[config.mk]
export PLATFORM = sky130hd
export DESIGN_NAME = smx_ram
export DESIGN_NICKNAME = d
export VERILOG_FILES = /design/src/hdl/smx_ram.sv
export SDC_FILE = /design/constraint.sdc
export NUM_CORES = 2
export LEC_CHECK = 0
export BUFFER_PORTS_ARGS = -buffer_cell sky130_fd_sc_hd__buf_4
export CORE_MARGIN = 8
export CORE_UTILIZATION = 55
export DETAILED_ROUTE_END_ITERATION = 10
export PLACE_DENSITY = 0.71
export SLEW_MARGIN = 20
export SYNTH_ARGS = -nofsm -noshare
export SYNTH_HDL_FRONTEND = slang
export SYNTH_SLANG_ARGS = --single-unit
[constraint.sdc]
create_clock -name clock -period 6.8 [get_ports clock]
set_clock_uncertainty 0.05 [all_clocks]
set_input_delay 2.04 -clock clock [delete_from_list [all_inputs] [get_ports clock]]
set_output_delay 2.04 -clock clock [all_outputs]
set_load 0.005 [all_outputs]
[src/hdl/smx_ram.sv]
module smx_ram #(
   parameter int WIDTH = 32,
   parameter int DEPTH = 128,
   localparam int AW   = $clog2(DEPTH)
) (
   input  logic             clock,
   input  logic             we,
   input  logic [AW-1:0]    waddr,
   input  logic [WIDTH-1:0] wdata,
   input  logic             re,
   input  logic [AW-1:0]    raddr,
   output logic [WIDTH-1:0] rdata
);

   logic [WIDTH-1:0] mem_ff [DEPTH];
   logic [WIDTH-1:0] rdata_ff;

   always_ff @(posedge clock) begin
      if (we) begin
         mem_ff[waddr] <= wdata;
      end
      if (re) begin
         rdata_ff <= mem_ff[raddr];
      end
   end

   assign rdata = rdata_ff;

endmodule

==> metrics.cfg <==
[timing]
setup_viol=0
slew_headroom_pct=23.99
setup_tns_ns=0
fmax_mhz=205.4
worst_slew_pin_slew_ns=1.137
min_period_ns=4.868
final_hold_viol_count=0
fin_ws_ns=1.932
rsz0062_at_grt=false
slew_violations=0
timing.final.crit_share_pct=71.58

[detailed_routing]
remaining_drc_errors=0
dr.first_iter.drc_count=11387
routed_via_density=6.823
detail-route-antenna-nets=0
dr.pass1.iters=6
wl_per_cell_um=38.26
wirelength_mm=404.7
vias=72175

[floorplan]
core_area_um2=284200
num_io_pins=81
dieArea_um2=302000
die_w_um=549.6
initial_core_util_pct=55.10
num_rows=196
die-height_um=549.6

[clock_tree]
clockRootBuffer=clkbuf_16
clockBufferDepth=4
cts-resized-gates=0
path_clk_slew_ns=0.07
hold_buffers=0
cts_tree=yes
cts_setup_buffers=0
clk_latency_ns=0.91
cts_max_level=5
cts_inserted_buffers=393
cts_sinks=4128

[place]
gp_congestion=0.8287
place_inst=9847
place_hpwl_mm=225.6
dp_slack_ns=1.016
io_buffers=80

[synth]
muxShareOfSynthArea_pct=19.56
synth_fp_nets=6039
synth_xor_area_share_pct=0
synth_compound_area_share_pct=0
synth_top_family_by_area=multiplexers
syn_avg_cell_area_um2=26.14
synth_adder_area_share_pct=0
syn-instance-count=5990
ys_seq_elements=4128
synth_cell_types=16
synthSimpleGateAreaFrac_pct=0.4450
yosysWarnings=0
synth_area_um2=156600
ys_seq_area_share_pct=79.16

[global_route]
grt_usage_pct=26.76
grt_max_degree=82
grt_pass1_wl_mm=564.2
grtUsageMet1_pct=37.86
grt.met2_usage_pct=42.17
grt_overflow_total=0
top_usage_layer=met2
grt_use_met3_pct=5.993
grt_antenna_before_repair=53
grt_pass1_vias=72212

[setup_path]
critPathArrivalTime_ns=5.47
criticalPathCategory=in2reg
worstReg2RegStart=mem_ff[18][8]
cp_max_fo=65
cp-end-kind=flip-flop
worstPathRequired_ns=7.41
reg2regPathDepth=4
r2r-end=rdata[8]
critPathLaunchType=primary input
r2r_setup_slack_ns=3.95

[flow_run]
maxCapViolCount=0

[hold_path]
hold_depth=4
worstHoldEndpoint=rdata[2]
hp-class=reg2reg
worstHoldStart=mem_ff[124][2]

[pwr]
vdd_drop_max_mv=0.2151
powerDensity_nw_per_um2=299.6
p_leak_nw=54.71
total_power_mw=53.31

[cells_and_area]
drive_above_1_share_pct=36.60
final_cell_count_no_fill=10578
nets=6529
area_delta_synth_final_pct=13.65

[status]
status=completed

## layout make-up
| class | instances | area, um^2 |
|---|---|---|
| antenna | 19 | 47.55 |
| clock buffer | 470 | 10400 |
| clock inverter | 242 | 2735 |
| fill | 17843 | 106300 |
| multi-input combinational | 1546 | 32300 |
| sequential | 4128 | 124000 |
| tap | 3762 | 4707 |
| timing repair buffer | 411 | 3829 |
## cell families (layout without fill, tap and decap cells)
| kind of cell | count (synthesis) | in the layout |
|---|---|---|
| DFF | 4128 | 4128 |
| muxes | 1376 | 1376 |
| buffers and inverters | 316 | 1123 |
| and+or+nand+nor | 170 | 170 |
| other | 0 | 19 |
## critical path, cell delays in order
cell	delay (ns)
buf_16	0.41
buf_12	0.43
buf_4	0.29
mux4_2	0.52
mux4_2	0.61
mux4_2	0.63
mux2_2	0.33
## per-layer routing
layer / up-vias / routed length [um]
li1: 27415 / -
met1: 39124 / 148300
met2: 4961 / 192500
met3: 659 / 48910
met4: 16 / 14930
met5: - / 175
## state kept, by name, summed over array words and instances (netlist names)
register / count
mem_ff: 4096
rdata: 32
## cells in the mapped netlist
cell type,instances,area share [%]
nor3_1,9,0.029
buf_4,3,0.014
edfxtp_1,4128,79
nor2b_1,7,0.028
or3_1,1,0.0040
nand3_1,12,0.038
buf_2,79,0.25
nand4_1,3,0.012
buf_6,2,0.014
nand2b_1,2,0.0080
buf_1,50,0.12
mux4_2,1344,19
nand2_1,14,0.034
mux2_2,32,0.23
nor2_1,122,0.29
clkbuf_1,182,0.44
## worst max-delay path by stage
stage	start	end	slack, ns
after CTS	raddr[0]	rdata[31]	1.98
after global placement	raddr[0]	rdata[31]	1.02
after global routing	raddr[0]	rdata[5]	1.87
after detailed placement	raddr[0]	rdata[31]	1.02
final	raddr[0]	rdata[31]	1.93
after floorplan	we	mem_ff[98][0]	1.47
## where the power goes
group | switching, mW | internal [mW] | leakage, nW | total (mW)
sequential | 0.0733 | 28.1 | 37.1 | 28.2
clock | 9.24 | 13.2 | 6.41 | 22.4
combinational | 1.65 | 1.06 | 11.2 | 2.71
total | 11.0 | 42.3 | 54.7 | 53.3
## per-stage QoR
step	utilization (%)	cell area, um^2	hold WS, ns
global route	62.61	177900	1.184
finish	62.62	178000	1.146
detailed placement	57.98	164800	1.146
CTS	62.60	177900	1.145
floorplan	-	156600	1.099
global placement	57.98	164800	1.130
## layout by cell type, fill, tap and decap left out, types with 2 or more instances in the layout
cell type   instances
buf_12             56
buf_4             351
buf_8               3
bufinv_16          60
clkbuf_1           64
clkbuf_16         406
clkinv_1           82
clkinv_2           71
clkinv_4            6
clkinv_8            3
clkinvlp_4         14
diode_2            19
edfxtp_1         4128
inv_6               5
mux2_2             32
mux4_2           1344
nand2_1            11
nand2_2             3
nand2b_1            2
nand3_1             8
nand3_2             4
nand4_1             3
nor2_1              3
nor2_4            119
nor2b_1             7
nor3_2              8
No activity file was read; power rests on OpenSTA's default activity.
