`src/hdl/smx_pkg.sv`:
```
package smx_pkg;

   // default sizes
   localparam int STACK_DEPTH_DEF = 1024;
   localparam int MEM_WORDS_DEF   = 128;

   // fixed field widths
   localparam int IP_W    = 16;
   localparam int WORD_W  = 32;
   localparam int OPC_W   = 4;
   localparam int OPER_W  = 2;
   localparam int FAULT_W = 3;
   localparam int COUNT_W = 11;
   localparam int CSR_AW  = 2;
   localparam int CSR_DW  = 32;

   localparam logic [IP_W-1:0]   PLEN_RESET    = 16'hFFFF;
   localparam logic [CSR_AW-1:0] CSR_PLEN_ADDR = 2'd0;

   typedef enum logic [OPER_W-1:0] {
      OP_EXEC    = 2'd0,
      OP_HOST_WR = 2'd1,
      OP_HOST_RD = 2'd2,
      OP_IGNORE  = 2'd3
   } oper_type;

   typedef enum logic [OPC_W-1:0] {
      OPC_LOAD  = 4'd0,
      OPC_STORE = 4'd1,
      OPC_ADD   = 4'd2,
      OPC_SUB   = 4'd3,
      OPC_MUL   = 4'd4,
      OPC_DIV   = 4'd5,
      OPC_JMP   = 4'd6,
      OPC_JZ    = 4'd7,
      OPC_HALT  = 4'd8
   } opc_type;

   typedef enum logic [FAULT_W-1:0] {
      FAULT_NONE   = 3'd0,
      FAULT_UNDER  = 3'd1,
      FAULT_OVER   = 3'd2,
      FAULT_ADDR   = 3'd3,
      FAULT_OPCODE = 3'd4
   } fault_type;

   // one input item as held in the execute stage
   typedef struct packed {
      oper_type           op;
      logic [OPC_W-1:0]   opc;
      logic [IP_W-1:0]    opnd;
      logic [WORD_W-1:0]  wdata;
   } item_type;

   // execute stage outcome (stack pointer travels separately, its width is a parameter)
   typedef struct packed {
      logic [IP_W-1:0]    ip;
      logic               halt;
      logic [WORD_W-1:0]  top;
      fault_type          fault;
      logic [WORD_W-1:0]  read_data;
      logic               dm_we;
      logic [WORD_W-1:0]  dm_wdata;
      logic               st_we;
   } upd_type;

endpackage

```
`src/hdl/smx_exec.sv`:
```
module smx_exec #(
   parameter int STACK_DEPTH = smx_pkg::STACK_DEPTH_DEF,
   parameter int MEM_WORDS   = smx_pkg::MEM_WORDS_DEF,
   localparam int SP_W       = $clog2(STACK_DEPTH + 1)
) (
   input  smx_pkg::item_type                item,
   input  logic [SP_W-1:0]                  sp,
   input  logic [smx_pkg::IP_W-1:0]         ip,
   input  logic                             halt,
   input  logic [smx_pkg::WORD_W-1:0]       top,
   input  logic [smx_pkg::IP_W-1:0]         plen,
   input  logic [smx_pkg::WORD_W-1:0]       dm_rdata,
   input  logic [smx_pkg::WORD_W-1:0]       st_rdata,
   output smx_pkg::upd_type                 upd,
   output logic [SP_W-1:0]                  sp_nx
);

   logic                        halted_now;
   logic                        addr_bad;
   logic                        sp_empty;
   logic                        sp_lt2;
   logic                        sp_full;
   logic [smx_pkg::WORD_W-1:0]  prod;
   logic [smx_pkg::IP_W-1:0]    ip_inc;

   // stack top is cached in a register; st_rdata is the entry just below it
   assign prod     = st_rdata * top;
   assign ip_inc   = ip + smx_pkg::IP_W'(1);
   assign addr_bad = {1'b0, item.opnd} >= (smx_pkg::IP_W + 1)'(MEM_WORDS);
   assign sp_empty = (sp == '0);
   assign sp_lt2   = (sp < SP_W'(2));
   assign sp_full  = (sp >= SP_W'(STACK_DEPTH));

   always_comb begin
      halted_now    = halt || (ip >= plen);
      sp_nx         = sp;
      upd.ip        = ip;
      upd.halt      = halt;
      upd.top       = top;
      upd.fault     = smx_pkg::FAULT_NONE;
      upd.read_data = '0;
      upd.dm_we     = 1'b0;
      upd.dm_wdata  = item.wdata;
      upd.st_we     = 1'b0;

      unique case (item.op)
         smx_pkg::OP_EXEC: begin
            if (!halted_now) begin
               upd.ip = ip_inc;
               unique case (smx_pkg::opc_type'(item.opc))
                  smx_pkg::OPC_LOAD: begin
                     if (addr_bad) begin
                        upd.fault = smx_pkg::FAULT_ADDR;
                     end else if (sp_full) begin
                        upd.fault = smx_pkg::FAULT_OVER;
                     end else begin
                        upd.st_we = !sp_empty;   // spill old top below the new one
                        upd.top   = dm_rdata;
                        sp_nx     = sp + SP_W'(1);
                     end
                  end
                  smx_pkg::OPC_STORE: begin
                     if (addr_bad) begin
                        upd.fault = smx_pkg::FAULT_ADDR;
                     end else if (sp_empty) begin
                        upd.fault = smx_pkg::FAULT_UNDER;
                     end else begin
                        upd.dm_we    = 1'b1;
                        upd.dm_wdata = top;
                        upd.top      = st_rdata;
                        sp_nx        = sp - SP_W'(1);
                     end
                  end
                  smx_pkg::OPC_ADD, smx_pkg::OPC_SUB, smx_pkg::OPC_MUL: begin
                     if (sp_lt2) begin
                        upd.fault = smx_pkg::FAULT_UNDER;
                     end else begin
                        case (smx_pkg::opc_type'(item.opc))
                           smx_pkg::OPC_ADD: upd.top = st_rdata + top;
                           smx_pkg::OPC_SUB: upd.top = st_rdata - top;
                           default:          upd.top = prod;
                        endcase
                        sp_nx = sp - SP_W'(1);
                     end
                  end
                  smx_pkg::OPC_DIV: begin
                  end
                  smx_pkg::OPC_JMP: begin
                     upd.ip = item.opnd;
                  end
                  smx_pkg::OPC_JZ: begin
                     if (sp_empty) begin
                        upd.fault = smx_pkg::FAULT_UNDER;
                     end else begin
                        if (top == '0) begin
                           upd.ip = item.opnd;
                        end
                        upd.top = st_rdata;
                        sp_nx   = sp - SP_W'(1);
                     end
                  end
                  smx_pkg::OPC_HALT: begin
                     upd.halt = 1'b1;
                  end
                  default: begin
                     upd.fault = smx_pkg::FAULT_OPCODE;
                  end
               endcase
               if (upd.fault != smx_pkg::FAULT_NONE) begin
                  upd.halt = 1'b1;
               end
            end
         end
         smx_pkg::OP_HOST_WR: begin
            if (addr_bad) begin
               upd.fault = smx_pkg::FAULT_ADDR;
            end else begin
               upd.dm_we = 1'b1;
            end
         end
         smx_pkg::OP_HOST_RD: begin
            if (addr_bad) begin
               upd.fault = smx_pkg::FAULT_ADDR;
            end else begin
               upd.read_data = dm_rdata;
            end
         end
         default: begin
         end
      endcase

      if (upd.ip >= plen) begin
         upd.halt = 1'b1;
      end
   end

endmodule

```
`config.mk`:
```
export PLATFORM = sky130hd
export DESIGN_NAME = smx_exec
export DESIGN_NICKNAME = d
export VERILOG_FILES = /design/src/hdl/smx_pkg.sv /design/src/hdl/smx_exec.sv
export SDC_FILE = /design/constraint.sdc
export NUM_CORES = 2
export LEC_CHECK = 0
export BUFFER_PORTS_ARGS = -buffer_cell sky130_fd_sc_hd__buf_2
export CAP_MARGIN = 20
export CORE_MARGIN = 1
export CORE_UTILIZATION = 38
export DETAILED_ROUTE_END_ITERATION = 10
export PLACE_DENSITY = 0.61
export REMOVE_ABC_BUFFERS = 1
export SYNTH_ARGS = -nofsm -noshare
export SYNTH_HDL_FRONTEND = slang
export SYNTH_SLANG_ARGS = --single-unit
```
`constraint.sdc`:
```
create_clock -name vclk -period 15.27
set_input_delay 3.054 -clock vclk [all_inputs]
set_output_delay 3.054 -clock vclk [all_outputs]
set_load 0.005 [all_outputs]
```
==> impl_metrics.csv <==
group,metric,value,unit
place,dp_slack,1670,ps
place,hpwl,57.5,mm
floorplan,rows,87,
min_path,min_path_type,"in -> out",
yosys,synthMuxAreaShare,0.0189,
finish,syn_to_final_growth,9.79,%
timing,finalCritPeriodShare,0.902,
yosys,synth_top_area_share,0.376,
flow_run,drv_cap,0,
place,finalWeightedCongestion,0.924,
yosys,yosysWarnings,0,
critical_path,start_kind,"primary input",
clock_tree,cts.repair.resized,0,
route,dr.pass1.iters,7,
timing,setup_viol,0,
critical_path,crit_fanout,31,
grt,grt_pass1_wl,116,mm
place,portBuffers,323,
yosys,yosysUniqueCellTypes,70,
grt,grt_pass1_vias,19969,
finish,final_common_cell,"inv_1",
yosys,ys_seq_area_frac,0,
floorplan,die_area,0.0583,mm²
finish,fin_area,0.0239,mm²
yosys,synth_cells,2695,
finish,nClkBuffers,0,
floorplan,die_h,241,µm
route,wl_per_cell,20.5,µm
timing,tns,0,ps
floorplan,boundaryPins,323,
timing,setup_ws,1500,ps
route,num_vias,19525,
floorplan,dieWidth,241,µm
critical_path,cp-startpoint,"top[7]",
critical_path,crit_arrival,10710,ps
grt,grt_max_degree,43,
grt,grt_usage,0.260,
critical_path,required,12220,ps
finish,seqCellArea,0,µm²
route,drtAntennaViolNets,0,
yosys,yosys.area_share.simple,0.213,
yosys,syn_avg_cell_area,8.08,µm²
critical_path,worst-setup-path-type,"in -> out",
timing,clock.fmax,72.6,MHz
floorplan,initial_utilization,0.385,
timing,final.min_clock_period,13770,ps
yosys,synth-compound-area-share,0.120,
finish,n_fill_cell,5793,
outcome,status,"complete, no violations",
route,finalWirelength,74.5,mm
yosys,synth_adder_area_share,0.488,
timing,hold_viol_final,0,
timing,final-max-slew-violation-count,0,
finish,layout-drive-gt1-share,0.136,
yosys,syn_area,0.0218,mm²
finish,final_nets,3672,
finish,layout_common_cells,"429 x inv_1, 409 x fa_1, 338 x nand2_1",
min_path,min_from,"dm_rdata[27]",
timing,worst_pin_slew,1100,ps
floorplan,coreArea,0.0565,mm²
yosys,synth_area_leaders,"fa_1 38%, ha_1 11%, and2_1 9.2%",
timing,max_slew_margin,0.262,
route,drc,0,
yosys,yosysTopAreaCell,"fa_1",
route,avgViaCountPerCell,5.38,
grt,grt.overflow.total,0,
clock_tree,cts_setup_buffers,0,
finish,seq_cells,0,
clock_tree,hold_buffers,0,
timing,rsz0062_at_grt,"false",
grt,antenna_found_initial,2,
critical_path,timing.critical_path.to_type,"primary output",
route,first_iter_violations,1547,
yosys,synth_top_family_by_area,"adder cells",
yosys,synth-xor-area-share,0.0567,
place,place_area,0.0239,mm²
-- synth_stat cells (7+ instances only) --
cell        n
o21bai_1    7
buf_2       9
inv_1     429
o211ai_1    8
o21a_1      7
nand4_1    11
o21ai_0   102
nor4_1     10
mux2_2     33
clkbuf_1  145
nor2_1     98
a21oi_1    97
and3_1     16
nand2b_1   12
nand3_1    25
xnor2_1    97
a31oi_1    19
fa_1      409
nand2_1   338
ha_1      195
nor3_1     38
a21o_1     42
xor2_1     44
and2_1    321
a211oi_1   12
a222oi_1   18
nor2b_1    15
o31ai_1    14
a22oi_1    14
o22ai_1     8
-- stage by stage --
stage	instances	hold slack, ps	utilization
2_1_floorplan	2534	6160	-
3_3_place_gp	3628	6400	0.423
3_5_place_dp	3628	6400	0.423
4_1_cts	3628	6400	0.423
5_1_grt	3628	6410	0.423
6_report	3630	6400	0.423
-- cell families (layout without fill, tap and decap cells) --
logic type | Yosys count | count (layout)
multiplexers | 37 | 37
buffers and inverters | 590 | 767
AO/OA/AOI/OAI | 402 | 402
other | 0 | 2
AND/OR/NAND/NOR | 921 | 921
adder cells (fa/ha/maj) | 604 | 604
XOR/XNOR | 141 | 141
-- routing by layer --
metal	GRT usage	share of wire	wire length, µm
met5	0	0	0
met3	0.0219	0.069	5170
met2	0.433	0.47	34800
met4	0.0508	0.021	1550
met1	0.368	0.44	33000
-- path summary, 6_finish.rpt --
path | to | slack (ps) | cells past startpoint
setup / recovery | upd[99] | 1500 | 25
hold / removal | upd[61] | 6400 | 3
-- worst max-delay path, cell delays in order --
cell and delay [ps]:
buf_2 580, and2_1 240, fa_1 430, fa_1 490, fa_1 530, inv_1 50
fa_1 470, inv_1 50, fa_1 490, inv_1 60, fa_1 530, inv_1 50
fa_1 500, fa_1 460, ha_1 410, nand4_1 170, nor3_1 250, nand3_1 170
a211oi_1 590, o221ai_1 270, a21oi_1 210, xor2_1 170, mux2i_1 140, a21oi_1 180
buf_2 140
-- area by class of cell --
cell class                      instances  area, µm²  share of cell area
Multi-Input combinational cell       2105      19600               0.821
Timing Repair Buffer                  338       1730              0.0723
Inverter                              429       1610              0.0674
Tap cell                              756        946              0.0396
Antenna cell                            2       5.00            0.000209
